==> src/itf14_pkg.sv <==
// ----------------------------------------------------------------------------
// itf14_pkg
// Shared types, constants and the digit pattern table of the ITF-14 element
// encoder.
// ----------------------------------------------------------------------------
package itf14_pkg;

  localparam int unsigned DigitW    = 4;
  localparam int unsigned WidthW    = 8;
  localparam int unsigned CfgIdxW   = 8;
  localparam int unsigned NumDigits = 13;
  localparam int unsigned PosW      = 4;
  localparam int unsigned IdxW      = 4;
  localparam int unsigned JobQDepth = 2;

  localparam logic [DigitW-1:0] MaxDigit = DigitW'(9);
  localparam logic [PosW-1:0]   LastPos  = PosW'(NumDigits - 1);

  localparam logic [CfgIdxW-1:0] CFG_NARROW_BAR   = CfgIdxW'(0);
  localparam logic [CfgIdxW-1:0] CFG_NARROW_SPACE = CfgIdxW'(1);
  localparam logic [CfgIdxW-1:0] CFG_WIDE_BAR     = CfgIdxW'(2);
  localparam logic [CfgIdxW-1:0] CFG_WIDE_SPACE   = CfgIdxW'(3);

  typedef logic [4:0] pattern_t;

  typedef struct packed {
    logic               start;
    logic               pair;
    logic               stop;
    pattern_t           bar_pat;
    pattern_t           space_pat;
    logic [DigitW-1:0]  check;
  } job_t;

  typedef struct packed {
    logic [WidthW-1:0] thin_bar;
    logic [WidthW-1:0] thin_gap;
    logic [WidthW-1:0] thick_bar;
    logic [WidthW-1:0] thick_gap;
  } widths_t;

  typedef enum logic [1:0] {
    PH_IDLE,
    PH_START,
    PH_PAIR,
    PH_STOP
  } phase_t;

  // bit 4 is the first element, 1 = wide
  function automatic pattern_t wide_pattern(input logic [DigitW-1:0] d);
    pattern_t p;
    unique case (d)
      4'd0:    p = 5'b00110;
      4'd1:    p = 5'b10001;
      4'd2:    p = 5'b01001;
      4'd3:    p = 5'b11000;
      4'd4:    p = 5'b00101;
      4'd5:    p = 5'b10100;
      4'd6:    p = 5'b01100;
      4'd7:    p = 5'b00011;
      4'd8:    p = 5'b10010;
      default: p = 5'b01010;
    endcase
    return p;
  endfunction

endpackage

==> src/itf14_if.sv <==
// ----------------------------------------------------------------------------
// itf14 channel interfaces
// Valid/ready channels for digits, bar and space elements and register writes.
// ----------------------------------------------------------------------------
interface itf14_in_if;
  logic                          valid;
  logic                          ready;
  logic [itf14_pkg::DigitW-1:0]  digit;
  modport source (output valid, output digit, input ready);
  modport sink   (input valid, input digit, output ready);
endinterface

interface itf14_out_if;
  logic                          valid;
  logic                          ready;
  logic                          is_bar;
  logic [itf14_pkg::WidthW-1:0]  element_width;
  logic [itf14_pkg::DigitW-1:0]  check_digit;
  logic                          last;
  modport source (output valid, output is_bar, output element_width,
                  output check_digit, output last, input ready);
  modport sink   (input valid, input is_bar, input element_width,
                  input check_digit, input last, output ready);
endinterface

interface itf14_cfg_if;
  logic                          valid;
  logic                          ready;
  logic [itf14_pkg::CfgIdxW-1:0] index;
  logic [itf14_pkg::WidthW-1:0]  data;
  modport source (output valid, output index, output data, input ready);
  modport sink   (input valid, input index, input data, output ready);
endinterface

==> src/itf14_cfg_regs.sv <==
// ----------------------------------------------------------------------------
// itf14_cfg_regs
// Element width registers, written through the configuration channel.
// ----------------------------------------------------------------------------
module itf14_cfg_regs (
  input  logic                clk,
  input  logic                rst_n,
  itf14_cfg_if.sink           cfg_ch,
  output itf14_pkg::widths_t  widths
);

  itf14_pkg::widths_t widths_r;

  assign cfg_ch.ready = 1'b1;
  assign widths       = widths_r;

  always_ff @(posedge clk) begin
    if (!rst_n) begin
      widths_r.thin_bar  <= itf14_pkg::WidthW'(4);
      widths_r.thin_gap  <= itf14_pkg::WidthW'(5);
      widths_r.thick_bar <= itf14_pkg::WidthW'(11);
      widths_r.thick_gap <= itf14_pkg::WidthW'(12);
    end else if (cfg_ch.valid) begin
      unique case (cfg_ch.index)
        itf14_pkg::CFG_NARROW_BAR:   widths_r.thin_bar  <= cfg_ch.data;
        itf14_pkg::CFG_NARROW_SPACE: widths_r.thin_gap  <= cfg_ch.data;
        itf14_pkg::CFG_WIDE_BAR:     widths_r.thick_bar <= cfg_ch.data;
        itf14_pkg::CFG_WIDE_SPACE:   widths_r.thick_gap <= cfg_ch.data;
        default: ;
      endcase
    end
  end

endmodule

==> src/itf14_front.sv <==
// ----------------------------------------------------------------------------
// itf14_front
// Takes digits, tracks position, held digit and weighted sum, and pushes an
// element job for the first digit, each odd-position digit and the last one.
// ----------------------------------------------------------------------------
module itf14_front (
  input  logic             clk,
  input  logic             rst_n,
  itf14_in_if.sink         in_ch,
  output itf14_pkg::job_t  job,
  output logic             job_push,
  input  logic             job_full
);

  logic [itf14_pkg::PosW-1:0]   pos_r, pos_nxt, pos_eff;
  logic [itf14_pkg::DigitW-1:0] held_r, held_nxt;
  logic [itf14_pkg::DigitW-1:0] sum_r, sum_nxt, sum_new, chk, d_sat;
  logic [4:0]                   prod;
  logic [5:0]                   acc;
  logic                         accept, at_last;

  assign in_ch.ready = !job_full;
  assign accept      = in_ch.valid && in_ch.ready;

  always_comb begin
    d_sat   = (in_ch.digit > itf14_pkg::MaxDigit) ? itf14_pkg::MaxDigit : in_ch.digit;
    pos_eff = (pos_r > itf14_pkg::LastPos) ? '0 : pos_r;
    at_last = (pos_eff == itf14_pkg::LastPos);
    prod    = pos_eff[0] ? {1'b0, d_sat} : ({1'b0, d_sat} + {d_sat, 1'b0});
    acc     = {2'b00, sum_r} + {1'b0, prod};
    if (acc >= 6'd30)      sum_new = 4'(acc - 6'd30);
    else if (acc >= 6'd20) sum_new = 4'(acc - 6'd20);
    else if (acc >= 6'd10) sum_new = 4'(acc - 6'd10);
    else                   sum_new = acc[3:0];
    chk = (sum_new == 4'd0) ? 4'd0 : 4'd10 - sum_new;
  end

  always_comb begin
    job.start     = (pos_eff == '0);
    job.pair      = pos_eff[0] || at_last;
    job.stop      = at_last;
    job.bar_pat   = itf14_pkg::wide_pattern(at_last ? d_sat : held_r);
    job.space_pat = itf14_pkg::wide_pattern(at_last ? chk : d_sat);
    job.check     = chk;
    job_push      = accept && (job.start || job.pair);
  end

  always_comb begin
    pos_nxt  = pos_r;
    held_nxt = held_r;
    sum_nxt  = sum_r;
    if (accept) begin
      if (at_last) begin
        pos_nxt  = '0;
        held_nxt = '0;
        sum_nxt  = '0;
      end else begin
        pos_nxt = pos_eff + 4'd1;
        sum_nxt = sum_new;
        if (!pos_eff[0]) held_nxt = d_sat;
      end
    end
  end

  always_ff @(posedge clk) begin
    if (!rst_n) begin
      pos_r  <= '0;
      held_r <= '0;
      sum_r  <= '0;
    end else begin
      pos_r  <= pos_nxt;
      held_r <= held_nxt;
      sum_r  <= sum_nxt;
    end
  end

endmodule

==> src/itf14_job_fifo.sv <==
// ----------------------------------------------------------------------------
// itf14_job_fifo
// Short job queue between the digit front end and the element sequencer.
// ----------------------------------------------------------------------------
module itf14_job_fifo (
  input  logic             clk,
  input  logic             rst_n,
  input  itf14_pkg::job_t  wr_job,
  input  logic             push,
  output logic             full,
  output itf14_pkg::job_t  rd_job,
  output logic             rd_valid,
  input  logic             pop
);

  localparam int unsigned PtrW = (itf14_pkg::JobQDepth > 1) ?
                                 $clog2(itf14_pkg::JobQDepth) : 1;
  localparam int unsigned CntW = $clog2(itf14_pkg::JobQDepth + 1);
  localparam logic [PtrW-1:0] PtrLast = PtrW'(itf14_pkg::JobQDepth - 1);
  localparam logic [CntW-1:0] CntFull = CntW'(itf14_pkg::JobQDepth);

  itf14_pkg::job_t   mem [itf14_pkg::JobQDepth];
  logic [PtrW-1:0]   wr_ptr_r, rd_ptr_r;
  logic [CntW-1:0]   count_r;

  assign full     = (count_r == CntFull);
  assign rd_valid = (count_r != '0);
  assign rd_job   = mem[rd_ptr_r];

  always_ff @(posedge clk) begin
    if (push) mem[wr_ptr_r] <= wr_job;
  end

  always_ff @(posedge clk) begin
    if (!rst_n) begin
      wr_ptr_r <= '0;
      rd_ptr_r <= '0;
      count_r  <= '0;
    end else begin
      if (push) wr_ptr_r <= (wr_ptr_r == PtrLast) ? '0 : wr_ptr_r + PtrW'(1);
      if (pop)  rd_ptr_r <= (rd_ptr_r == PtrLast) ? '0 : rd_ptr_r + PtrW'(1);
      if (push && !pop)      count_r <= count_r + CntW'(1);
      else if (pop && !push) count_r <= count_r - CntW'(1);
    end
  end

  a_no_overflow: assert property (@(posedge clk) disable iff (!rst_n)
    push |-> !full)
    else $error("job queue overflow");

  a_no_underflow: assert property (@(posedge clk) disable iff (!rst_n)
    pop |-> rd_valid)
    else $error("job queue underflow");

endmodule

==> src/itf14_back.sv <==
// ----------------------------------------------------------------------------
// itf14_back
// Element sequencer: plays out start, pair and stop elements of each job,
// one per cycle while the output is not stalled, into a registered output stage.
// ----------------------------------------------------------------------------
module itf14_back (
  input  logic                clk,
  input  logic                rst_n,
  input  itf14_pkg::job_t     q_job,
  input  logic                q_valid,
  output logic                q_pop,
  input  itf14_pkg::widths_t  widths,
  itf14_out_if.source         out_ch
);

  itf14_pkg::phase_t            phase_r, phase_nxt, phase_follow;
  logic [itf14_pkg::IdxW-1:0]   idx_r, idx_nxt;
  itf14_pkg::job_t              job_r, job_nxt;

  logic                         out_valid_r;
  logic                         out_bar_r, out_last_r;
  logic [itf14_pkg::WidthW-1:0] out_width_r;
  logic [itf14_pkg::DigitW-1:0] out_chk_r;

  logic                         adv, end_of_phase, load;
  logic                         e_bar, e_last, e_wide;
  logic [itf14_pkg::WidthW-1:0] e_width;
  logic [itf14_pkg::DigitW-1:0] e_chk;
  logic [2:0]                   sel;

  assign adv = (phase_r != itf14_pkg::PH_IDLE) && (!out_valid_r || out_ch.ready);

  // element generation
  always_comb begin
    e_bar        = !idx_r[0];
    e_last       = 1'b0;
    e_chk        = '0;
    e_wide       = 1'b0;
    end_of_phase = 1'b0;
    sel          = 3'd4 - idx_r[3:1];
    unique case (phase_r)
      itf14_pkg::PH_START: begin
        end_of_phase = (idx_r == 4'd3);
      end
      itf14_pkg::PH_PAIR: begin
        e_wide       = e_bar ? job_r.bar_pat[sel] : job_r.space_pat[sel];
        end_of_phase = (idx_r == 4'd9);
      end
      itf14_pkg::PH_STOP: begin
        e_wide       = (idx_r == 4'd0);
        end_of_phase = (idx_r == 4'd2);
        e_last       = end_of_phase;
        e_chk        = end_of_phase ? job_r.check : '0;
      end
      default: ;
    endcase
    if (e_bar) e_width = e_wide ? widths.thick_bar : widths.thin_bar;
    else       e_width = e_wide ? widths.thick_gap : widths.thin_gap;
  end

  // next state
  always_comb begin
    unique case (phase_r)
      itf14_pkg::PH_START: phase_follow = job_r.pair ? itf14_pkg::PH_PAIR
                                                     : itf14_pkg::PH_IDLE;
      itf14_pkg::PH_PAIR:  phase_follow = job_r.stop ? itf14_pkg::PH_STOP
                                                     : itf14_pkg::PH_IDLE;
      default:             phase_follow = itf14_pkg::PH_IDLE;
    endcase

    load = q_valid && ((phase_r == itf14_pkg::PH_IDLE) ||
           (adv && end_of_phase && (phase_follow == itf14_pkg::PH_IDLE)));

    phase_nxt = phase_r;
    idx_nxt   = idx_r;
    job_nxt   = job_r;
    if (load) begin
      job_nxt = q_job;
      idx_nxt = '0;
      if (q_job.start)     phase_nxt = itf14_pkg::PH_START;
      else if (q_job.pair) phase_nxt = itf14_pkg::PH_PAIR;
      else                 phase_nxt = itf14_pkg::PH_STOP;
    end else if (adv) begin
      if (end_of_phase) begin
        phase_nxt = phase_follow;
        idx_nxt   = '0;
      end else begin
        idx_nxt = idx_r + 4'd1;
      end
    end
  end

  assign q_pop = load;

  always_ff @(posedge clk) begin
    if (!rst_n) begin
      phase_r     <= itf14_pkg::PH_IDLE;
      idx_r       <= '0;
      out_valid_r <= 1'b0;
    end else begin
      phase_r <= phase_nxt;
      idx_r   <= idx_nxt;
      if (adv)               out_valid_r <= 1'b1;
      else if (out_ch.ready) out_valid_r <= 1'b0;
    end
  end

  always_ff @(posedge clk) begin
    job_r <= job_nxt;
    if (adv) begin
      out_bar_r   <= e_bar;
      out_width_r <= e_width;
      out_chk_r   <= e_chk;
      out_last_r  <= e_last;
    end
  end

  assign out_ch.valid         = out_valid_r;
  assign out_ch.is_bar        = out_bar_r;
  assign out_ch.element_width = out_width_r;
  assign out_ch.check_digit   = out_chk_r;
  assign out_ch.last          = out_last_r;

  a_last_is_bar: assert property (@(posedge clk) disable iff (!rst_n)
    (out_valid_r && out_last_r) |-> out_bar_r)
    else $error("stop element is not a bar");

  a_chk_only_last: assert property (@(posedge clk) disable iff (!rst_n)
    (out_valid_r && (out_chk_r != '0)) |-> out_last_r)
    else $error("check digit outside final element");

  a_idx_range: assert property (@(posedge clk) disable iff (!rst_n)
    ((phase_r == itf14_pkg::PH_START) |-> (idx_r <= 4'd3)) and
    ((phase_r == itf14_pkg::PH_STOP)  |-> (idx_r <= 4'd2)) and
    ((phase_r == itf14_pkg::PH_PAIR)  |-> (idx_r <= 4'd9)))
    else $error("element index out of phase range");

  a_pop_when_free: assert property (@(posedge clk) disable iff (!rst_n)
    q_pop |-> ((phase_r == itf14_pkg::PH_IDLE) || adv))
    else $error("job loaded while sequencer stalled");

endmodule

==> src/itf14_bar_element_encoder_top.sv <==
// ----------------------------------------------------------------------------
// itf14_bar_element_encoder_top
// ITF-14 (interleaved 2 of 5) bar/space element encoder.
//
//   channel  dir  payload                                    accepted when
//   in_ch    in   digit[3:0]                                 valid && ready
//   out_ch   out  is_bar, element_width[7:0], check_digit,   valid && ready
//                 last
//   cfg_ch   in   index[7:0], data[7:0]                      valid && ready
//
// One element leaves per cycle from the sequencer while out_ch is not stalled;
// a digit yields 4 (first), 0 (even), 10 (odd) or 13 (final) elements, 77 per symbol.
// Digits are taken while the two-entry job queue has room.
// rst_n is synchronous, active low; widths return to 4/5/11/12.
// A stalled output holds its element; the sequencer waits behind it.
// ----------------------------------------------------------------------------
module itf14_bar_element_encoder_top (
  input  logic        clk,
  input  logic        rst_n,
  itf14_in_if.sink    in_ch,
  itf14_out_if.source out_ch,
  itf14_cfg_if.sink   cfg_ch
);

  itf14_pkg::job_t     f_job, q_job;
  itf14_pkg::widths_t  widths;
  logic                f_push, q_full, q_valid, q_pop;

  itf14_cfg_regs u_cfg (
    .clk    (clk),
    .rst_n  (rst_n),
    .cfg_ch (cfg_ch),
    .widths (widths)
  );

  itf14_front u_front (
    .clk      (clk),
    .rst_n    (rst_n),
    .in_ch    (in_ch),
    .job      (f_job),
    .job_push (f_push),
    .job_full (q_full)
  );

  itf14_job_fifo u_fifo (
    .clk      (clk),
    .rst_n    (rst_n),
    .wr_job   (f_job),
    .push     (f_push),
    .full     (q_full),
    .rd_job   (q_job),
    .rd_valid (q_valid),
    .pop      (q_pop)
  );

  itf14_back u_back (
    .clk     (clk),
    .rst_n   (rst_n),
    .q_job   (q_job),
    .q_valid (q_valid),
    .q_pop   (q_pop),
    .widths  (widths),
    .out_ch  (out_ch)
  );

endmodule
==> src/flat_wrapper.sv <==
// flat-port wrapper written by rule: the top's interface ports become plain ports
module itf14_bar_element_encoder_top_flat 
  (clk, rst_n, in_ch_valid, in_ch_digit, in_ch_ready, out_ch_valid, out_ch_is_bar, out_ch_element_width, out_ch_check_digit, out_ch_last, out_ch_ready, cfg_ch_valid, cfg_ch_index, cfg_ch_data, cfg_ch_ready);
  itf14_in_if in_ch_i ();
  itf14_out_if out_ch_i ();
  itf14_cfg_if cfg_ch_i ();
  input  logic clk;
  input  logic rst_n;
  input wire logic [$bits(in_ch_i.valid)-1:0] in_ch_valid;
  input wire logic [$bits(in_ch_i.digit)-1:0] in_ch_digit;
  output wire logic [$bits(in_ch_i.ready)-1:0] in_ch_ready;
  output wire logic [$bits(out_ch_i.valid)-1:0] out_ch_valid;
  output wire logic [$bits(out_ch_i.is_bar)-1:0] out_ch_is_bar;
  output wire logic [$bits(out_ch_i.element_width)-1:0] out_ch_element_width;
  output wire logic [$bits(out_ch_i.check_digit)-1:0] out_ch_check_digit;
  output wire logic [$bits(out_ch_i.last)-1:0] out_ch_last;
  input wire logic [$bits(out_ch_i.ready)-1:0] out_ch_ready;
  input wire logic [$bits(cfg_ch_i.valid)-1:0] cfg_ch_valid;
  input wire logic [$bits(cfg_ch_i.index)-1:0] cfg_ch_index;
  input wire logic [$bits(cfg_ch_i.data)-1:0] cfg_ch_data;
  output wire logic [$bits(cfg_ch_i.ready)-1:0] cfg_ch_ready;
  assign in_ch_i.valid = in_ch_valid;
  assign in_ch_i.digit = in_ch_digit;
  assign in_ch_ready = in_ch_i.ready;
  assign out_ch_valid = out_ch_i.valid;
  assign out_ch_is_bar = out_ch_i.is_bar;
  assign out_ch_element_width = out_ch_i.element_width;
  assign out_ch_check_digit = out_ch_i.check_digit;
  assign out_ch_last = out_ch_i.last;
  assign out_ch_i.ready = out_ch_ready;
  assign cfg_ch_i.valid = cfg_ch_valid;
  assign cfg_ch_i.index = cfg_ch_index;
  assign cfg_ch_i.data = cfg_ch_data;
  assign cfg_ch_ready = cfg_ch_i.ready;
  itf14_bar_element_encoder_top u_core (.clk(clk), .rst_n(rst_n), .in_ch(in_ch_i), .out_ch(out_ch_i), .cfg_ch(cfg_ch_i));
endmodule
==> config.mk <==
export PLATFORM = sky130hd
export DESIGN_NAME = itf14_bar_element_encoder_top_flat
export DESIGN_NICKNAME = d
export VERILOG_FILES = /design/src/itf14_pkg.sv /design/src/itf14_if.sv /design/src/itf14_cfg_regs.sv /design/src/itf14_front.sv /design/src/itf14_job_fifo.sv /design/src/itf14_back.sv /design/src/itf14_bar_element_encoder_top.sv /design/src/flat_wrapper.sv
export SDC_FILE = /design/constraint.sdc
export NUM_CORES = 1
export LEC_CHECK = 0
export BUFFER_PORTS_ARGS = -buffer_cell sky130_fd_sc_hd__buf_2
export CELL_PAD_IN_SITES_DETAIL_PLACEMENT = 0
export CELL_PAD_IN_SITES_GLOBAL_PLACEMENT = 1
export CORE_MARGIN = 2
export CORE_UTILIZATION = 44
export DETAILED_ROUTE_END_ITERATION = 10
export PLACE_DENSITY_LB_ADDON = 0.1
export SETUP_SLACK_MARGIN = 0.05
export SLEW_MARGIN = 5
export SYNTH_ARGS = -nofsm -noshare
export SYNTH_HDL_FRONTEND = slang
export SYNTH_SLANG_ARGS = --single-unit
export TNS_END_PERCENT = 10
==> constraint.sdc <==
create_clock -name clk -period 5.1 [get_ports clk]
set_input_delay 0 -clock clk [delete_from_list [all_inputs] [get_ports clk]]
set_output_delay 0 -clock clk [all_outputs]
set_load 0.01 [all_outputs]
==> results of run 1 <==
==> power by group <==
part | switching [mW] | internal (mW)
clock network | 0.416 | 0.858
registers | 0.0913 | 1.33
logic | 0.958 | 0.756
==> critical path, stage by stage, from the launching register on <==
cell and delay, ns:
dfxtp_2 0.35, nand2_2 0.11, nand2_4 0.09, nand2_1 0.08, o21ai_0 0.09, buf_4 0.16, fa_2 0.41, xor2_2 0.18
ha_2 0.21, or4b_4 0.48, mux2i_2 0.19, nor2_2 0.09, o41ai_4 0.50, o211ai_1 0.23, o211ai_4 0.11, a211oi_1 0.09
nor2_1 0.19, o21a_1 0.22, inv_2 0.06, ha_1 0.19, o221a_2 0.27, mux2_2 0.28
==> final cells by class <==
class	count	area [µm²]
well taps	180	225
repair buffers	71	455
inverters	24	92.6
fillers	1214	6360
multi-input cells	371	3070
flip-flops and latches	120	3040
clock inverters	15	208
clock buffers	17	425
==> cells in the final DEF (no fill, tap or decap), types with 8 or more instances in the layout <==
| cell type | n |
|---|---|
| nor2b_1 | 34 |
| a21oi_1 | 18 |
| buf_4 | 22 |
| dfxtp_1 | 55 |
| inv_1 | 21 |
| clkbuf_16 | 17 |
| mux4_2 | 9 |
| nand3_1 | 14 |
| nor2_1 | 18 |
| ha_1 | 36 |
| dlygate4sd3_1 | 9 |
| xnor2_1 | 8 |
| edfxtp_1 | 64 |
| and2_1 | 13 |
| o21ai_0 | 16 |
| mux2_2 | 21 |
| nand2_1 | 37 |
| mux2i_1 | 41 |
| buf_2 | 40 |
==> stage by stage <==
step	area (µm²)	instances	power (mW)	worst slack [ns]	util, %
floorplan	6240	539	2.56	0.203	-
global placement	6720	755	3.07	0.115	48.4
detailed placement	6720	755	3.09	0.00936	48.4
global route	7520	798	4.69	0.0238	54.2
finish	7520	798	4.41	0.264	54.2
CTS	7450	796	4.40	0.0984	53.7
==> state kept, by name, summed over array words and instances, names as in the netlist, 4 cells and up, named ones only <==
signal / flops
u_core.u_front.sum_r: 4
u_core.u_cfg.widths: 32
u_core.u_front.pos_r: 4
u_core.u_back.idx_r: 4
u_core.u_front.held_r: 4
u_core.u_back.out_ch.check_digit: 4
u_core.u_back.job_r: 16
u_core.u_fifo.mem: 34
u_core.u_back.out_ch.element_width: 8
==> how the worst min path moves through the flow <==
| stage | from | end | slack, ns | depth (start not counted) |
|---|---|---|---|---|
| after floorplan | cfg_ch_data[3] | u_core.u_cfg.widths[11] | 0.13 | 2 |
| after global placement | cfg_ch_data[0] | u_core.u_cfg.widths[16] | 0.26 | 3 |
| after detailed placement | cfg_ch_data[0] | u_core.u_cfg.widths[8] | 0.26 | 3 |
| after CTS | cfg_ch_index[0] | u_core.u_cfg.widths[27] | 0.09 | 4 |
| after global routing | cfg_ch_index[0] | u_core.u_cfg.widths[27] | 0.12 | 4 |
| final | in_ch_digit[3] | u_core.u_front.held_r[3] | 0.10 | 4 |
==> kinds of logic after synthesis <==
logic type	Yosys count	share of synthesized area, %
AND/OR/NAND/NOR	167	14.6
buffers and inverters	48	3.17
flip-flops	120	48.8
adder cells (fa/ha/maj)	40	8.26
XOR/XNOR	13	1.94
multiplexers	74	14.4
AO/OA/AOI/OAI	76	8.80
other	1	0.0601
==> metal layers <==
metal  vias to the layer above  track usage [%]  share of wire [%]
met2                        60             29.2                 49
li1                       2068                -                  -
met1                      1958             20.8                 46
met4                         0             6.25                1.3
met3                        12             3.64                3.1
met5                         -                0                  0
==> repair_timing <==
action                                  in CTS  in global routing
hold buffers                                 9                  0
resized for setup                            1                 15
endpoints found under the setup margin       2                  6
setup buffers                                0                  2
pin swaps                                    0                  8
hold endpoints to repair                    33                  0
==> results.md, run 1 <==
- Synth Warn #: 0
- Die width: 123 µm
- Detailed Place HPWL: 8.60 mm
- Critical Path Fanout Max: 7
- Port buffer count: 40
- Syn Inst Count: 539
- Num Clock Sinks: 120
- Post-synth top cells: edfxtp_1, dfxtp_1, mux2i_1, nand2_1, ha_1
- Global-route wire length before repair: 19.7 mm
- FMAX: 0.207 GHz
- Library cells used by synthesis: 70
- Post-Synthesis Net Count: 604
- Hold crit path type: primary input to register
- DR vias/cell: 5.14
- Crit path capture type: register
- Number of global-route vias before repair: 4,035
- Routed Antenna Nets: 0
- WL final: 12.2 mm
- Worst R2R Path Depth: 21
- Synthesized area: 0.00624 mm²
- CTS clk-pin slew, worst paths: 0.05 ns
- Die area: 0.0152 mm²
- Sequential area share after synthesis: 48.8%
- Startpoint types: register
- I/O pin count: 42
- Share of the synthesized area in the top cell type: 30.8%
- Clock Path Buffers: 2
- Relative slew slack: 40.9%
- Starting DRT DRC Count: 227
- Clock skew: 0.00541 ns
- Routability cong.: 0.906
- Synthesized area per cell: 11.6 µm²
- Critical Path Sink: u_core.u_fifo.mem[0][7]
- CP required: 5.25 ns
- Final hold violations: 0
- Die Y: 123 µm
- Starting Density: 45.0%
- Reg2reg end: u_core.u_fifo.mem[0][7]
- FF+latch count, synth: 120
- Status: finished, final reports clean
- Final Slew Violations: 0
- Via Count: 4,098
- Largest cells by area after synthesis: edfxtp_1, dfxtp_1, ha_1, mux2i_1, mux2_2
- Peak supply drop: 0.000384 V
- Leading cell type by number of instances after synthesis: edfxtp_1
- Core Box Area: 0.0139 mm²
- Antenna violations before repair: 0
- Async SR Flop Fraction: 0%
- Gr usage total: 16.9%
- Hold Slack: 0.104 ns
- Crit path DAT: 4.99 ns
- Routed WL per cell: 15.2 µm
- Fraction of layout cells with a size suffix above 1: 25.2%
- RSZ-0062 raised after global routing: false
- Setup TNS Final: 0 ns
- Clk Latency, worst-skew pair: 0.41 ns
- Setup CP Type: register to register
- Area Growth Syn to Fin: 20.5%
- H-tree levels: 4
- Fin crit period: 4.84 ns
- Diode count: 0
- FP Rows: 43
- Fin crit share: 94.8%
- CTS tree: yes
- Remaining DRCs: 0
- Yosys top cell by area: edfxtp_1
- Number of buffers created by CTS: 17
- Root Buffer: clkbuf_16
- Tightest Pin Transition: 0.884 ns
- Largest net degree at the start of global routing: 55
- Max-cap viol count: 0
- Leakage power: 3.07 nW
- Origin of the critical flop-to-flop path: u_core.u_front.pos_r[3]
- Setup slack, reg-to-reg: 0.26 ns
- Ys flop type: edfxtp_1
- 1st-pass router iterations: 4
- Total grt overflow: 0
- Final layout net count: 670
- Pwr/cell area: 587 mW/mm²
- Crit. Startpoint: u_core.u_front.pos_r[3]
- Setup Viol. Count Final: 0
- EDFF count, synth: 64
(Power assumes the default switching activity.)
==> run 2: changes to the inputs <==
Settings changed: BUFFER_PORTS_ARGS -buffer_cell sky130_fd_sc_hd__buf_2 to not set, CORE_UTILIZATION 44 to 47, DONT_BUFFER_PORTS set to 1.
==> run 2 against run 1 <==
Net effect:
- flip-flop and latch count unchanged
- highest routed layer unchanged
- clock power hardly changed
- hold slack got worse by 0.086 ns
- largest power group unchanged
- first-iteration DRC count decreased by 11%
==> results.md, run 2 (synthesis gave the netlist of run 1 again) <==
- Status: finished, final reports clean
- Detailed Place HPWL: 8.81 mm
- Hold path cells: 4
- Hold crit path type: primary input to register
- CP delay by family, top: compound AO/OA/AOI/OAI gates
- I/O pin count: 42
- H-tree levels: 4
- Crit path DAT: 4.90 ns
- CP required: 5.26 ns
- Tightest Pin Transition: 0.825 ns
- Number of global-route vias before repair: 4,253
- Max reg flops: 34
- Die width: 119 µm
- Reg2reg end: u_core.u_fifo.mem[1][7]
- Clk Latency, worst-skew pair: 0.41 ns
- CTS tree: yes
- Crit path capture type: register
- Worst R2R Path Depth: 20
- Setup TNS Final: 0 ns
- Pre-CTS setup slack: 0.0507 ns
- Total grt overflow: 0
- Fraction of layout cells with a size suffix above 1: 19.1%
- Routability cong.: 0.887
- Max-cap viol count: 0
- Global-route wire length before repair: 21.2 mm
- Crit. Startpoint: u_core.u_front.pos_r[2]
- Most common cell after layout, fill and taps aside: edfxtp_1
- Startpoint types: register
- Area Growth Syn to Fin: 17.9%
- Leakage power: 2.92 nW
- Pwr/cell area: 585 mW/mm²
- Largest net degree at the start of global routing: 55
- Setup CP Type: register to register
- FMAX: 0.211 GHz
- Critical Path Max Stage Delay: 0.54 ns
- Clock Path Buffers: 2
- Root Buffer: clkbuf_16
- Fin crit share: 93.1%
- Antenna violations before repair: 0
- Most flops, register: u_core.u_fifo.mem
- Most frequent cells in the layout: edfxtp_1, dfxtp_1, mux2i_1
- Die area: 0.0142 mm²
- Final layout net count: 632
- Remaining DRCs: 0
- Hold Slack: 0.0176 ns
- Setup ws final: 0.354 ns
- Worst path slowest cell: fa_2
- Num Clock Sinks: 120
- Via Count: 4,054
- Peak supply drop: 0.000282 V
- CP Buf/Inv Count: 3
- Final hold violations: 0
- 1st-pass router iterations: 4
- Pwr Total: 4.31 mW
- Fin cells: 756
- CTS clk-pin slew, worst paths: 0.06 ns
- Setup Viol. Count Final: 0
- Critical Path Sink: u_core.u_fifo.mem[1][7]
- Dpl cells: 705
- Gr usage total: 19.3%
- Routed Antenna Nets: 0
- Final Slew Violations: 0
- Port buffer count: 0
- DR vias/cell: 5.36
- Routed WL per cell: 16.7 µm
- FP Rows: 42
- Hold path start: in_ch_digit[3]
- Crit path cell chain: nand2_1 > nand2_2 > o21ai_0 > fa_2 > inv_1 > ha_1 > or4b_4 > mux2i_1 > nor2_2 > o41ai_2 > buf_4 > o32ai_1 > nor2_2 > a211oi_1 > nor2_1 > o21a_1 > inv_1 > ha_1 > o221a_2 > mux2_2
- Critical Path Fanout Max: 8
- Critical path depth: 20
- Starting DRT DRC Count: 203
- Clock skew: 0.00712 ns
- Relative slew slack: 45.0%
- Origin of the critical flop-to-flop path: u_core.u_front.pos_r[2]
- Starting Density: 47.7%
- Fin crit period: 4.75 ns
- Die Y: 119 µm
- Core Box Area: 0.0131 mm²
- Diode count: 0
- WL final: 12.6 mm
- Number of buffers created by CTS: 17
- Setup slack, reg-to-reg: 0.35 ns
[run 2: cell types whose count changed in the layout (fill, tap and decap cells not counted), moves of 2 or more]
cell,change
buf_2,-40
dlygate4sd3_1,+7
buf_4,-6
clkinv_1,-4
clkinvlp_4,+3
clkinv_2,-2
inv_6,+2
[run 2: routing by layer]
metal	vias up	global-route usage, %	part of all wire [%]
met2	63	34.1	52
met3	9	5.12	2.5
met5	-	0	0
li1	1992	-	-
met4	0	6.55	0.89
met1	1990	22.5	45
[run 2: worst min path at each step]
stage	to	slack [ns]
6_report	u_core.u_front.held_r[2]	0.02
5_1_grt	u_core.u_front.held_r[2]	0.06
4_1_cts	u_core.u_front.held_r[2]	0.006
3_5_place_dp	u_core.u_cfg.widths[8]	0.07
3_3_place_gp	u_core.u_cfg.widths[2]	0.07
2_1_floorplan	u_core.u_cfg.widths[11]	0.13
[run 2: through the flow]
step	area (µm²)	utilization [%]
floorplan	6240	-
global placement	6470	49.4
detailed placement	6470	49.4
CTS	7300	55.8
global route	7360	56.2
finish	7360	56.2
[run 2: timing repair]
action                     4_1_cts  5_1_grt
resized for setup                0       12
buffers inserted                 0        2
setup endpoints to repair        0       10
hold endpoints to repair        68        0
hold buffers                    17        0
[run 2: layout make-up]
type / count / area (µm²)
fill: 1092 / 5730
multi-input combinational: 371 / 3050
sequential: 120 / 3050
clock buffer: 18 / 429
timing repair buffer: 33 / 300
clock inverter: 14 / 223
tap: 176 / 220
inverter: 24 / 92.6
[run 2: power breakdown]
part / internal, mW / switching [mW]
Sequential: 1.34 / 0.132
Clock: 0.870 / 0.432
Combinational: 0.674 / 0.863
[run 2: worst register-to-register path, cell delays in order, from the launching register on]
cell,delay (ns)
dfxtp_2,0.35
nand2_1,0.12
nand2_2,0.11
o21ai_0,0.40
fa_2,0.54
inv_1,0.12
ha_1,0.19
or4b_4,0.48
mux2i_1,0.21
nor2_2,0.07
o41ai_2,0.21
buf_4,0.18
o32ai_1,0.13
nor2_2,0.14
a211oi_1,0.05
nor2_1,0.16
o21a_1,0.18
inv_1,0.09
ha_1,0.20
o221a_2,0.28
mux2_2,0.27
==> run 3: changes to the inputs <==
Settings changed: CTS_CLUSTER_DIAMETER set to 100, REMOVE_ABC_BUFFERS set to 1.
==> run 3 against run 2 <==
Net effect:
- flip-flop and latch count is the same
- maximum frequency is 0.62% higher
- sequential share of layout area fell by 0.16 points
- hold slack gained 0.014 ns
- sequential power hardly changed
- non-clock buffer count grew 6
- global-route usage shrank 0.76 points
- critical path depth is 4 higher
- wire length is 3.3% lower
- clock skew about the same
- critical endpoint unchanged
- largest cell class is now registers
- largest power group unchanged
==> results.md, run 3 (synthesis gave the netlist of run 1 again) <==
- Clock skew: 0.00744 ns
- Crit path DAT: 4.87 ns
- Die Y: 119 µm
- 1st-pass router iterations: 4
- Number of buffers created by CTS: 17
- Diode count: 0
- DR vias/cell: 5.24
- FMAX: 0.212 GHz
- Critical Path Fanout Max: 7
- Remaining DRCs: 0
- Final Slew Violations: 0
- Relative slew slack: 47.1%
- Dpl cell area: 0.00650 mm²
- FP Rows: 42
- Detailed Place HPWL: 8.54 mm
- Core Box Area: 0.0131 mm²
- Design area: 0.00738 mm²
- Flop pwr share: 33.9%
- Via Count: 3,994
- Final layout net count: 638
- Tightest Pin Transition: 0.793 ns
- Max-cap viol count: 0
- Layout fillers: 1,105
- Clock Path Buffers: 2
- Final hold violations: 0
- Max reg flops: 34
- Origin of the critical flop-to-flop path: u_core.u_front.pos_r[3]
- Antenna violations before repair: 0
- CP required: 5.25 ns
- Hold crit path type: primary input to register
- Setup TNS Final: 0 ns
- Fraction of layout cells with a size suffix above 1: 18.9%
- Most flops, register: u_core.u_fifo.mem
- Root Buffer: clkbuf_16
- Setup Viol. Count Final: 0
- Crit. Startpoint: u_core.u_front.pos_r[3]
- Global-route wire length before repair: 20.3 mm
- Die width: 119 µm
- Starting Density: 47.7%
- Startpoint types: register
- Starting DRT DRC Count: 216
- Routed Antenna Nets: 0
- Fin crit period: 4.72 ns
- Largest net degree at the start of global routing: 55
- Switching share of power: 33.1%
- Num Clock Sinks: 120
- Hold path start: in_ch_digit[3]
- CTS clk-pin slew, worst paths: 0.05 ns
- Pwr/cell area: 585 mW/mm²
- CTS tree: yes
- Clk pwr share: 29.5%
- H-tree levels: 4
- Leakage power: 2.96 nW
- Number of global-route vias before repair: 4,015
- Routability cong.: 0.871
- Gr usage total: 18.5%
- WL final: 12.2 mm
- Most common cell after layout, fill and taps aside: edfxtp_1
- Area Growth Syn to Fin: 18.3%
- Internal Power: 2.89 mW
- Crit path capture type: register
- I/O pin count: 42
- RSZ-0062 raised after global routing: false
- Fin crit share: 92.5%
- Peak supply drop: 0.000469 V
- Psw: 1.43 mW
- Most frequent cells in the layout: edfxtp_1, dfxtp_1, mux2i_1
- Setup CP Type: register to register
- Routed WL per cell: 16.0 µm
- Die area: 0.0142 mm²
- Total grt overflow: 0
- Gate power share: 36.7%
- Port buffer count: 0
- Status: finished, final reports clean
- Clk Latency, worst-skew pair: 0.40 ns
## run 3: cell types whose count changed in the layout (fill, tap and decap cells not counted), moves of 2 or more
cell | previous run | this run
a21oi_1 | 17 | 19
buf_4 | 16 | 20
bufinv_16 | 5 | 2
clkbuf_16 | 17 | 21
clkbuf_8 | 0 | 2
clkinv_2 | 0 | 2
clkinvlp_4 | 5 | 1
dlygate4sd3_1 | 16 | 18
inv_4 | 1 | 3
inv_6 | 2 | 0
## run 3: what timing repair did
| item | in CTS | in global routing |
|---|---|---|
| endpoints found under the setup margin | 0 | 6 |
| buffers inserted | 0 | 1 |
| resized for setup | 0 | 7 |
| hold buffers | 19 | 0 |
| endpoints found under the hold margin | 68 | 0 |
## run 3: metal layers
metal	share of wire, %	track usage [%]
met1	46	23.1
met2	49	30.9
met3	3.2	4.98
met4	1.5	6.62
met5	0	0
## run 3: final timing paths
| path | endpoint | slack (ns) | cells after the start |
|---|---|---|---|
| setup / recovery | u_core.u_fifo.mem[1][7] | 0.38 | 24 |
| hold / removal | u_core.u_front.held_r[2] | 0.03 | 4 |
| setup reg to reg | u_core.u_fifo.mem[1][7] | 0.38 | 24 |
| hold reg to reg | u_core.u_front.held_r[0] | 0.46 | 2 |
## run 3: final cells by class
type / instances / area, µm² / area share (%)
flip-flops and latches: 120 / 3040 / 41.2
multi-input cells: 371 / 3020 / 40.9
clock buffers: 24 / 557 / 7.54
repair buffers: 39 / 350 / 4.74
well taps: 176 / 220 / 2.98
clock inverters: 8 / 98.8 / 1.34
inverters: 24 / 92.6 / 1.25
## run 3: critical path, stage by stage, from the launching register on
cell and delay [ns]:
dfxtp_2 0.36, nand2_1 0.11, nand2_2 0.15, buf_4 0.15, nor2_1 0.04, a21oi_1 0.13
ha_2 0.35, a21oi_1 0.20, and3_1 0.21, nor2_1 0.09, inv_1 0.12, ha_1 0.16
o211ai_2 0.08, nor2_2 0.16, o41ai_2 0.08, buf_4 0.16, or3b_4 0.40, o211ai_4 0.19
a211oi_1 0.10, nor2_1 0.19, o21a_1 0.19, inv_1 0.09, ha_1 0.20, o221a_2 0.28
mux2_2 0.27
## run 3: metrics by stage
| stage | setup slack (ns) | power, mW | hold WS (ns) | cells | utilization (%) |
|---|---|---|---|---|---|
| floorplan | 0.304 | 2.54 | 0.0619 | 515 | - |
| global placement | 0.192 | 3.01 | 0.0833 | 710 | 49.7 |
| detailed placement | 0.0409 | 3.03 | 0.0832 | 710 | 49.7 |
| CTS | 0.209 | 4.34 | 0.00608 | 761 | 56.2 |
| global route | 0.0718 | 4.59 | 0.0353 | 762 | 56.4 |
| finish | 0.383 | 4.32 | 0.0318 | 762 | 56.4 |
## run 3: power by group through the flow
stage               clock, mW  combinational (mW)  sequential, mW
global placement            0                1.53            1.48
detailed placement          0                1.54            1.48
global route             1.34                1.76            1.49
floorplan                   0                1.09            1.45
finish                   1.27                1.58            1.46
CTS                      1.30                1.57            1.47
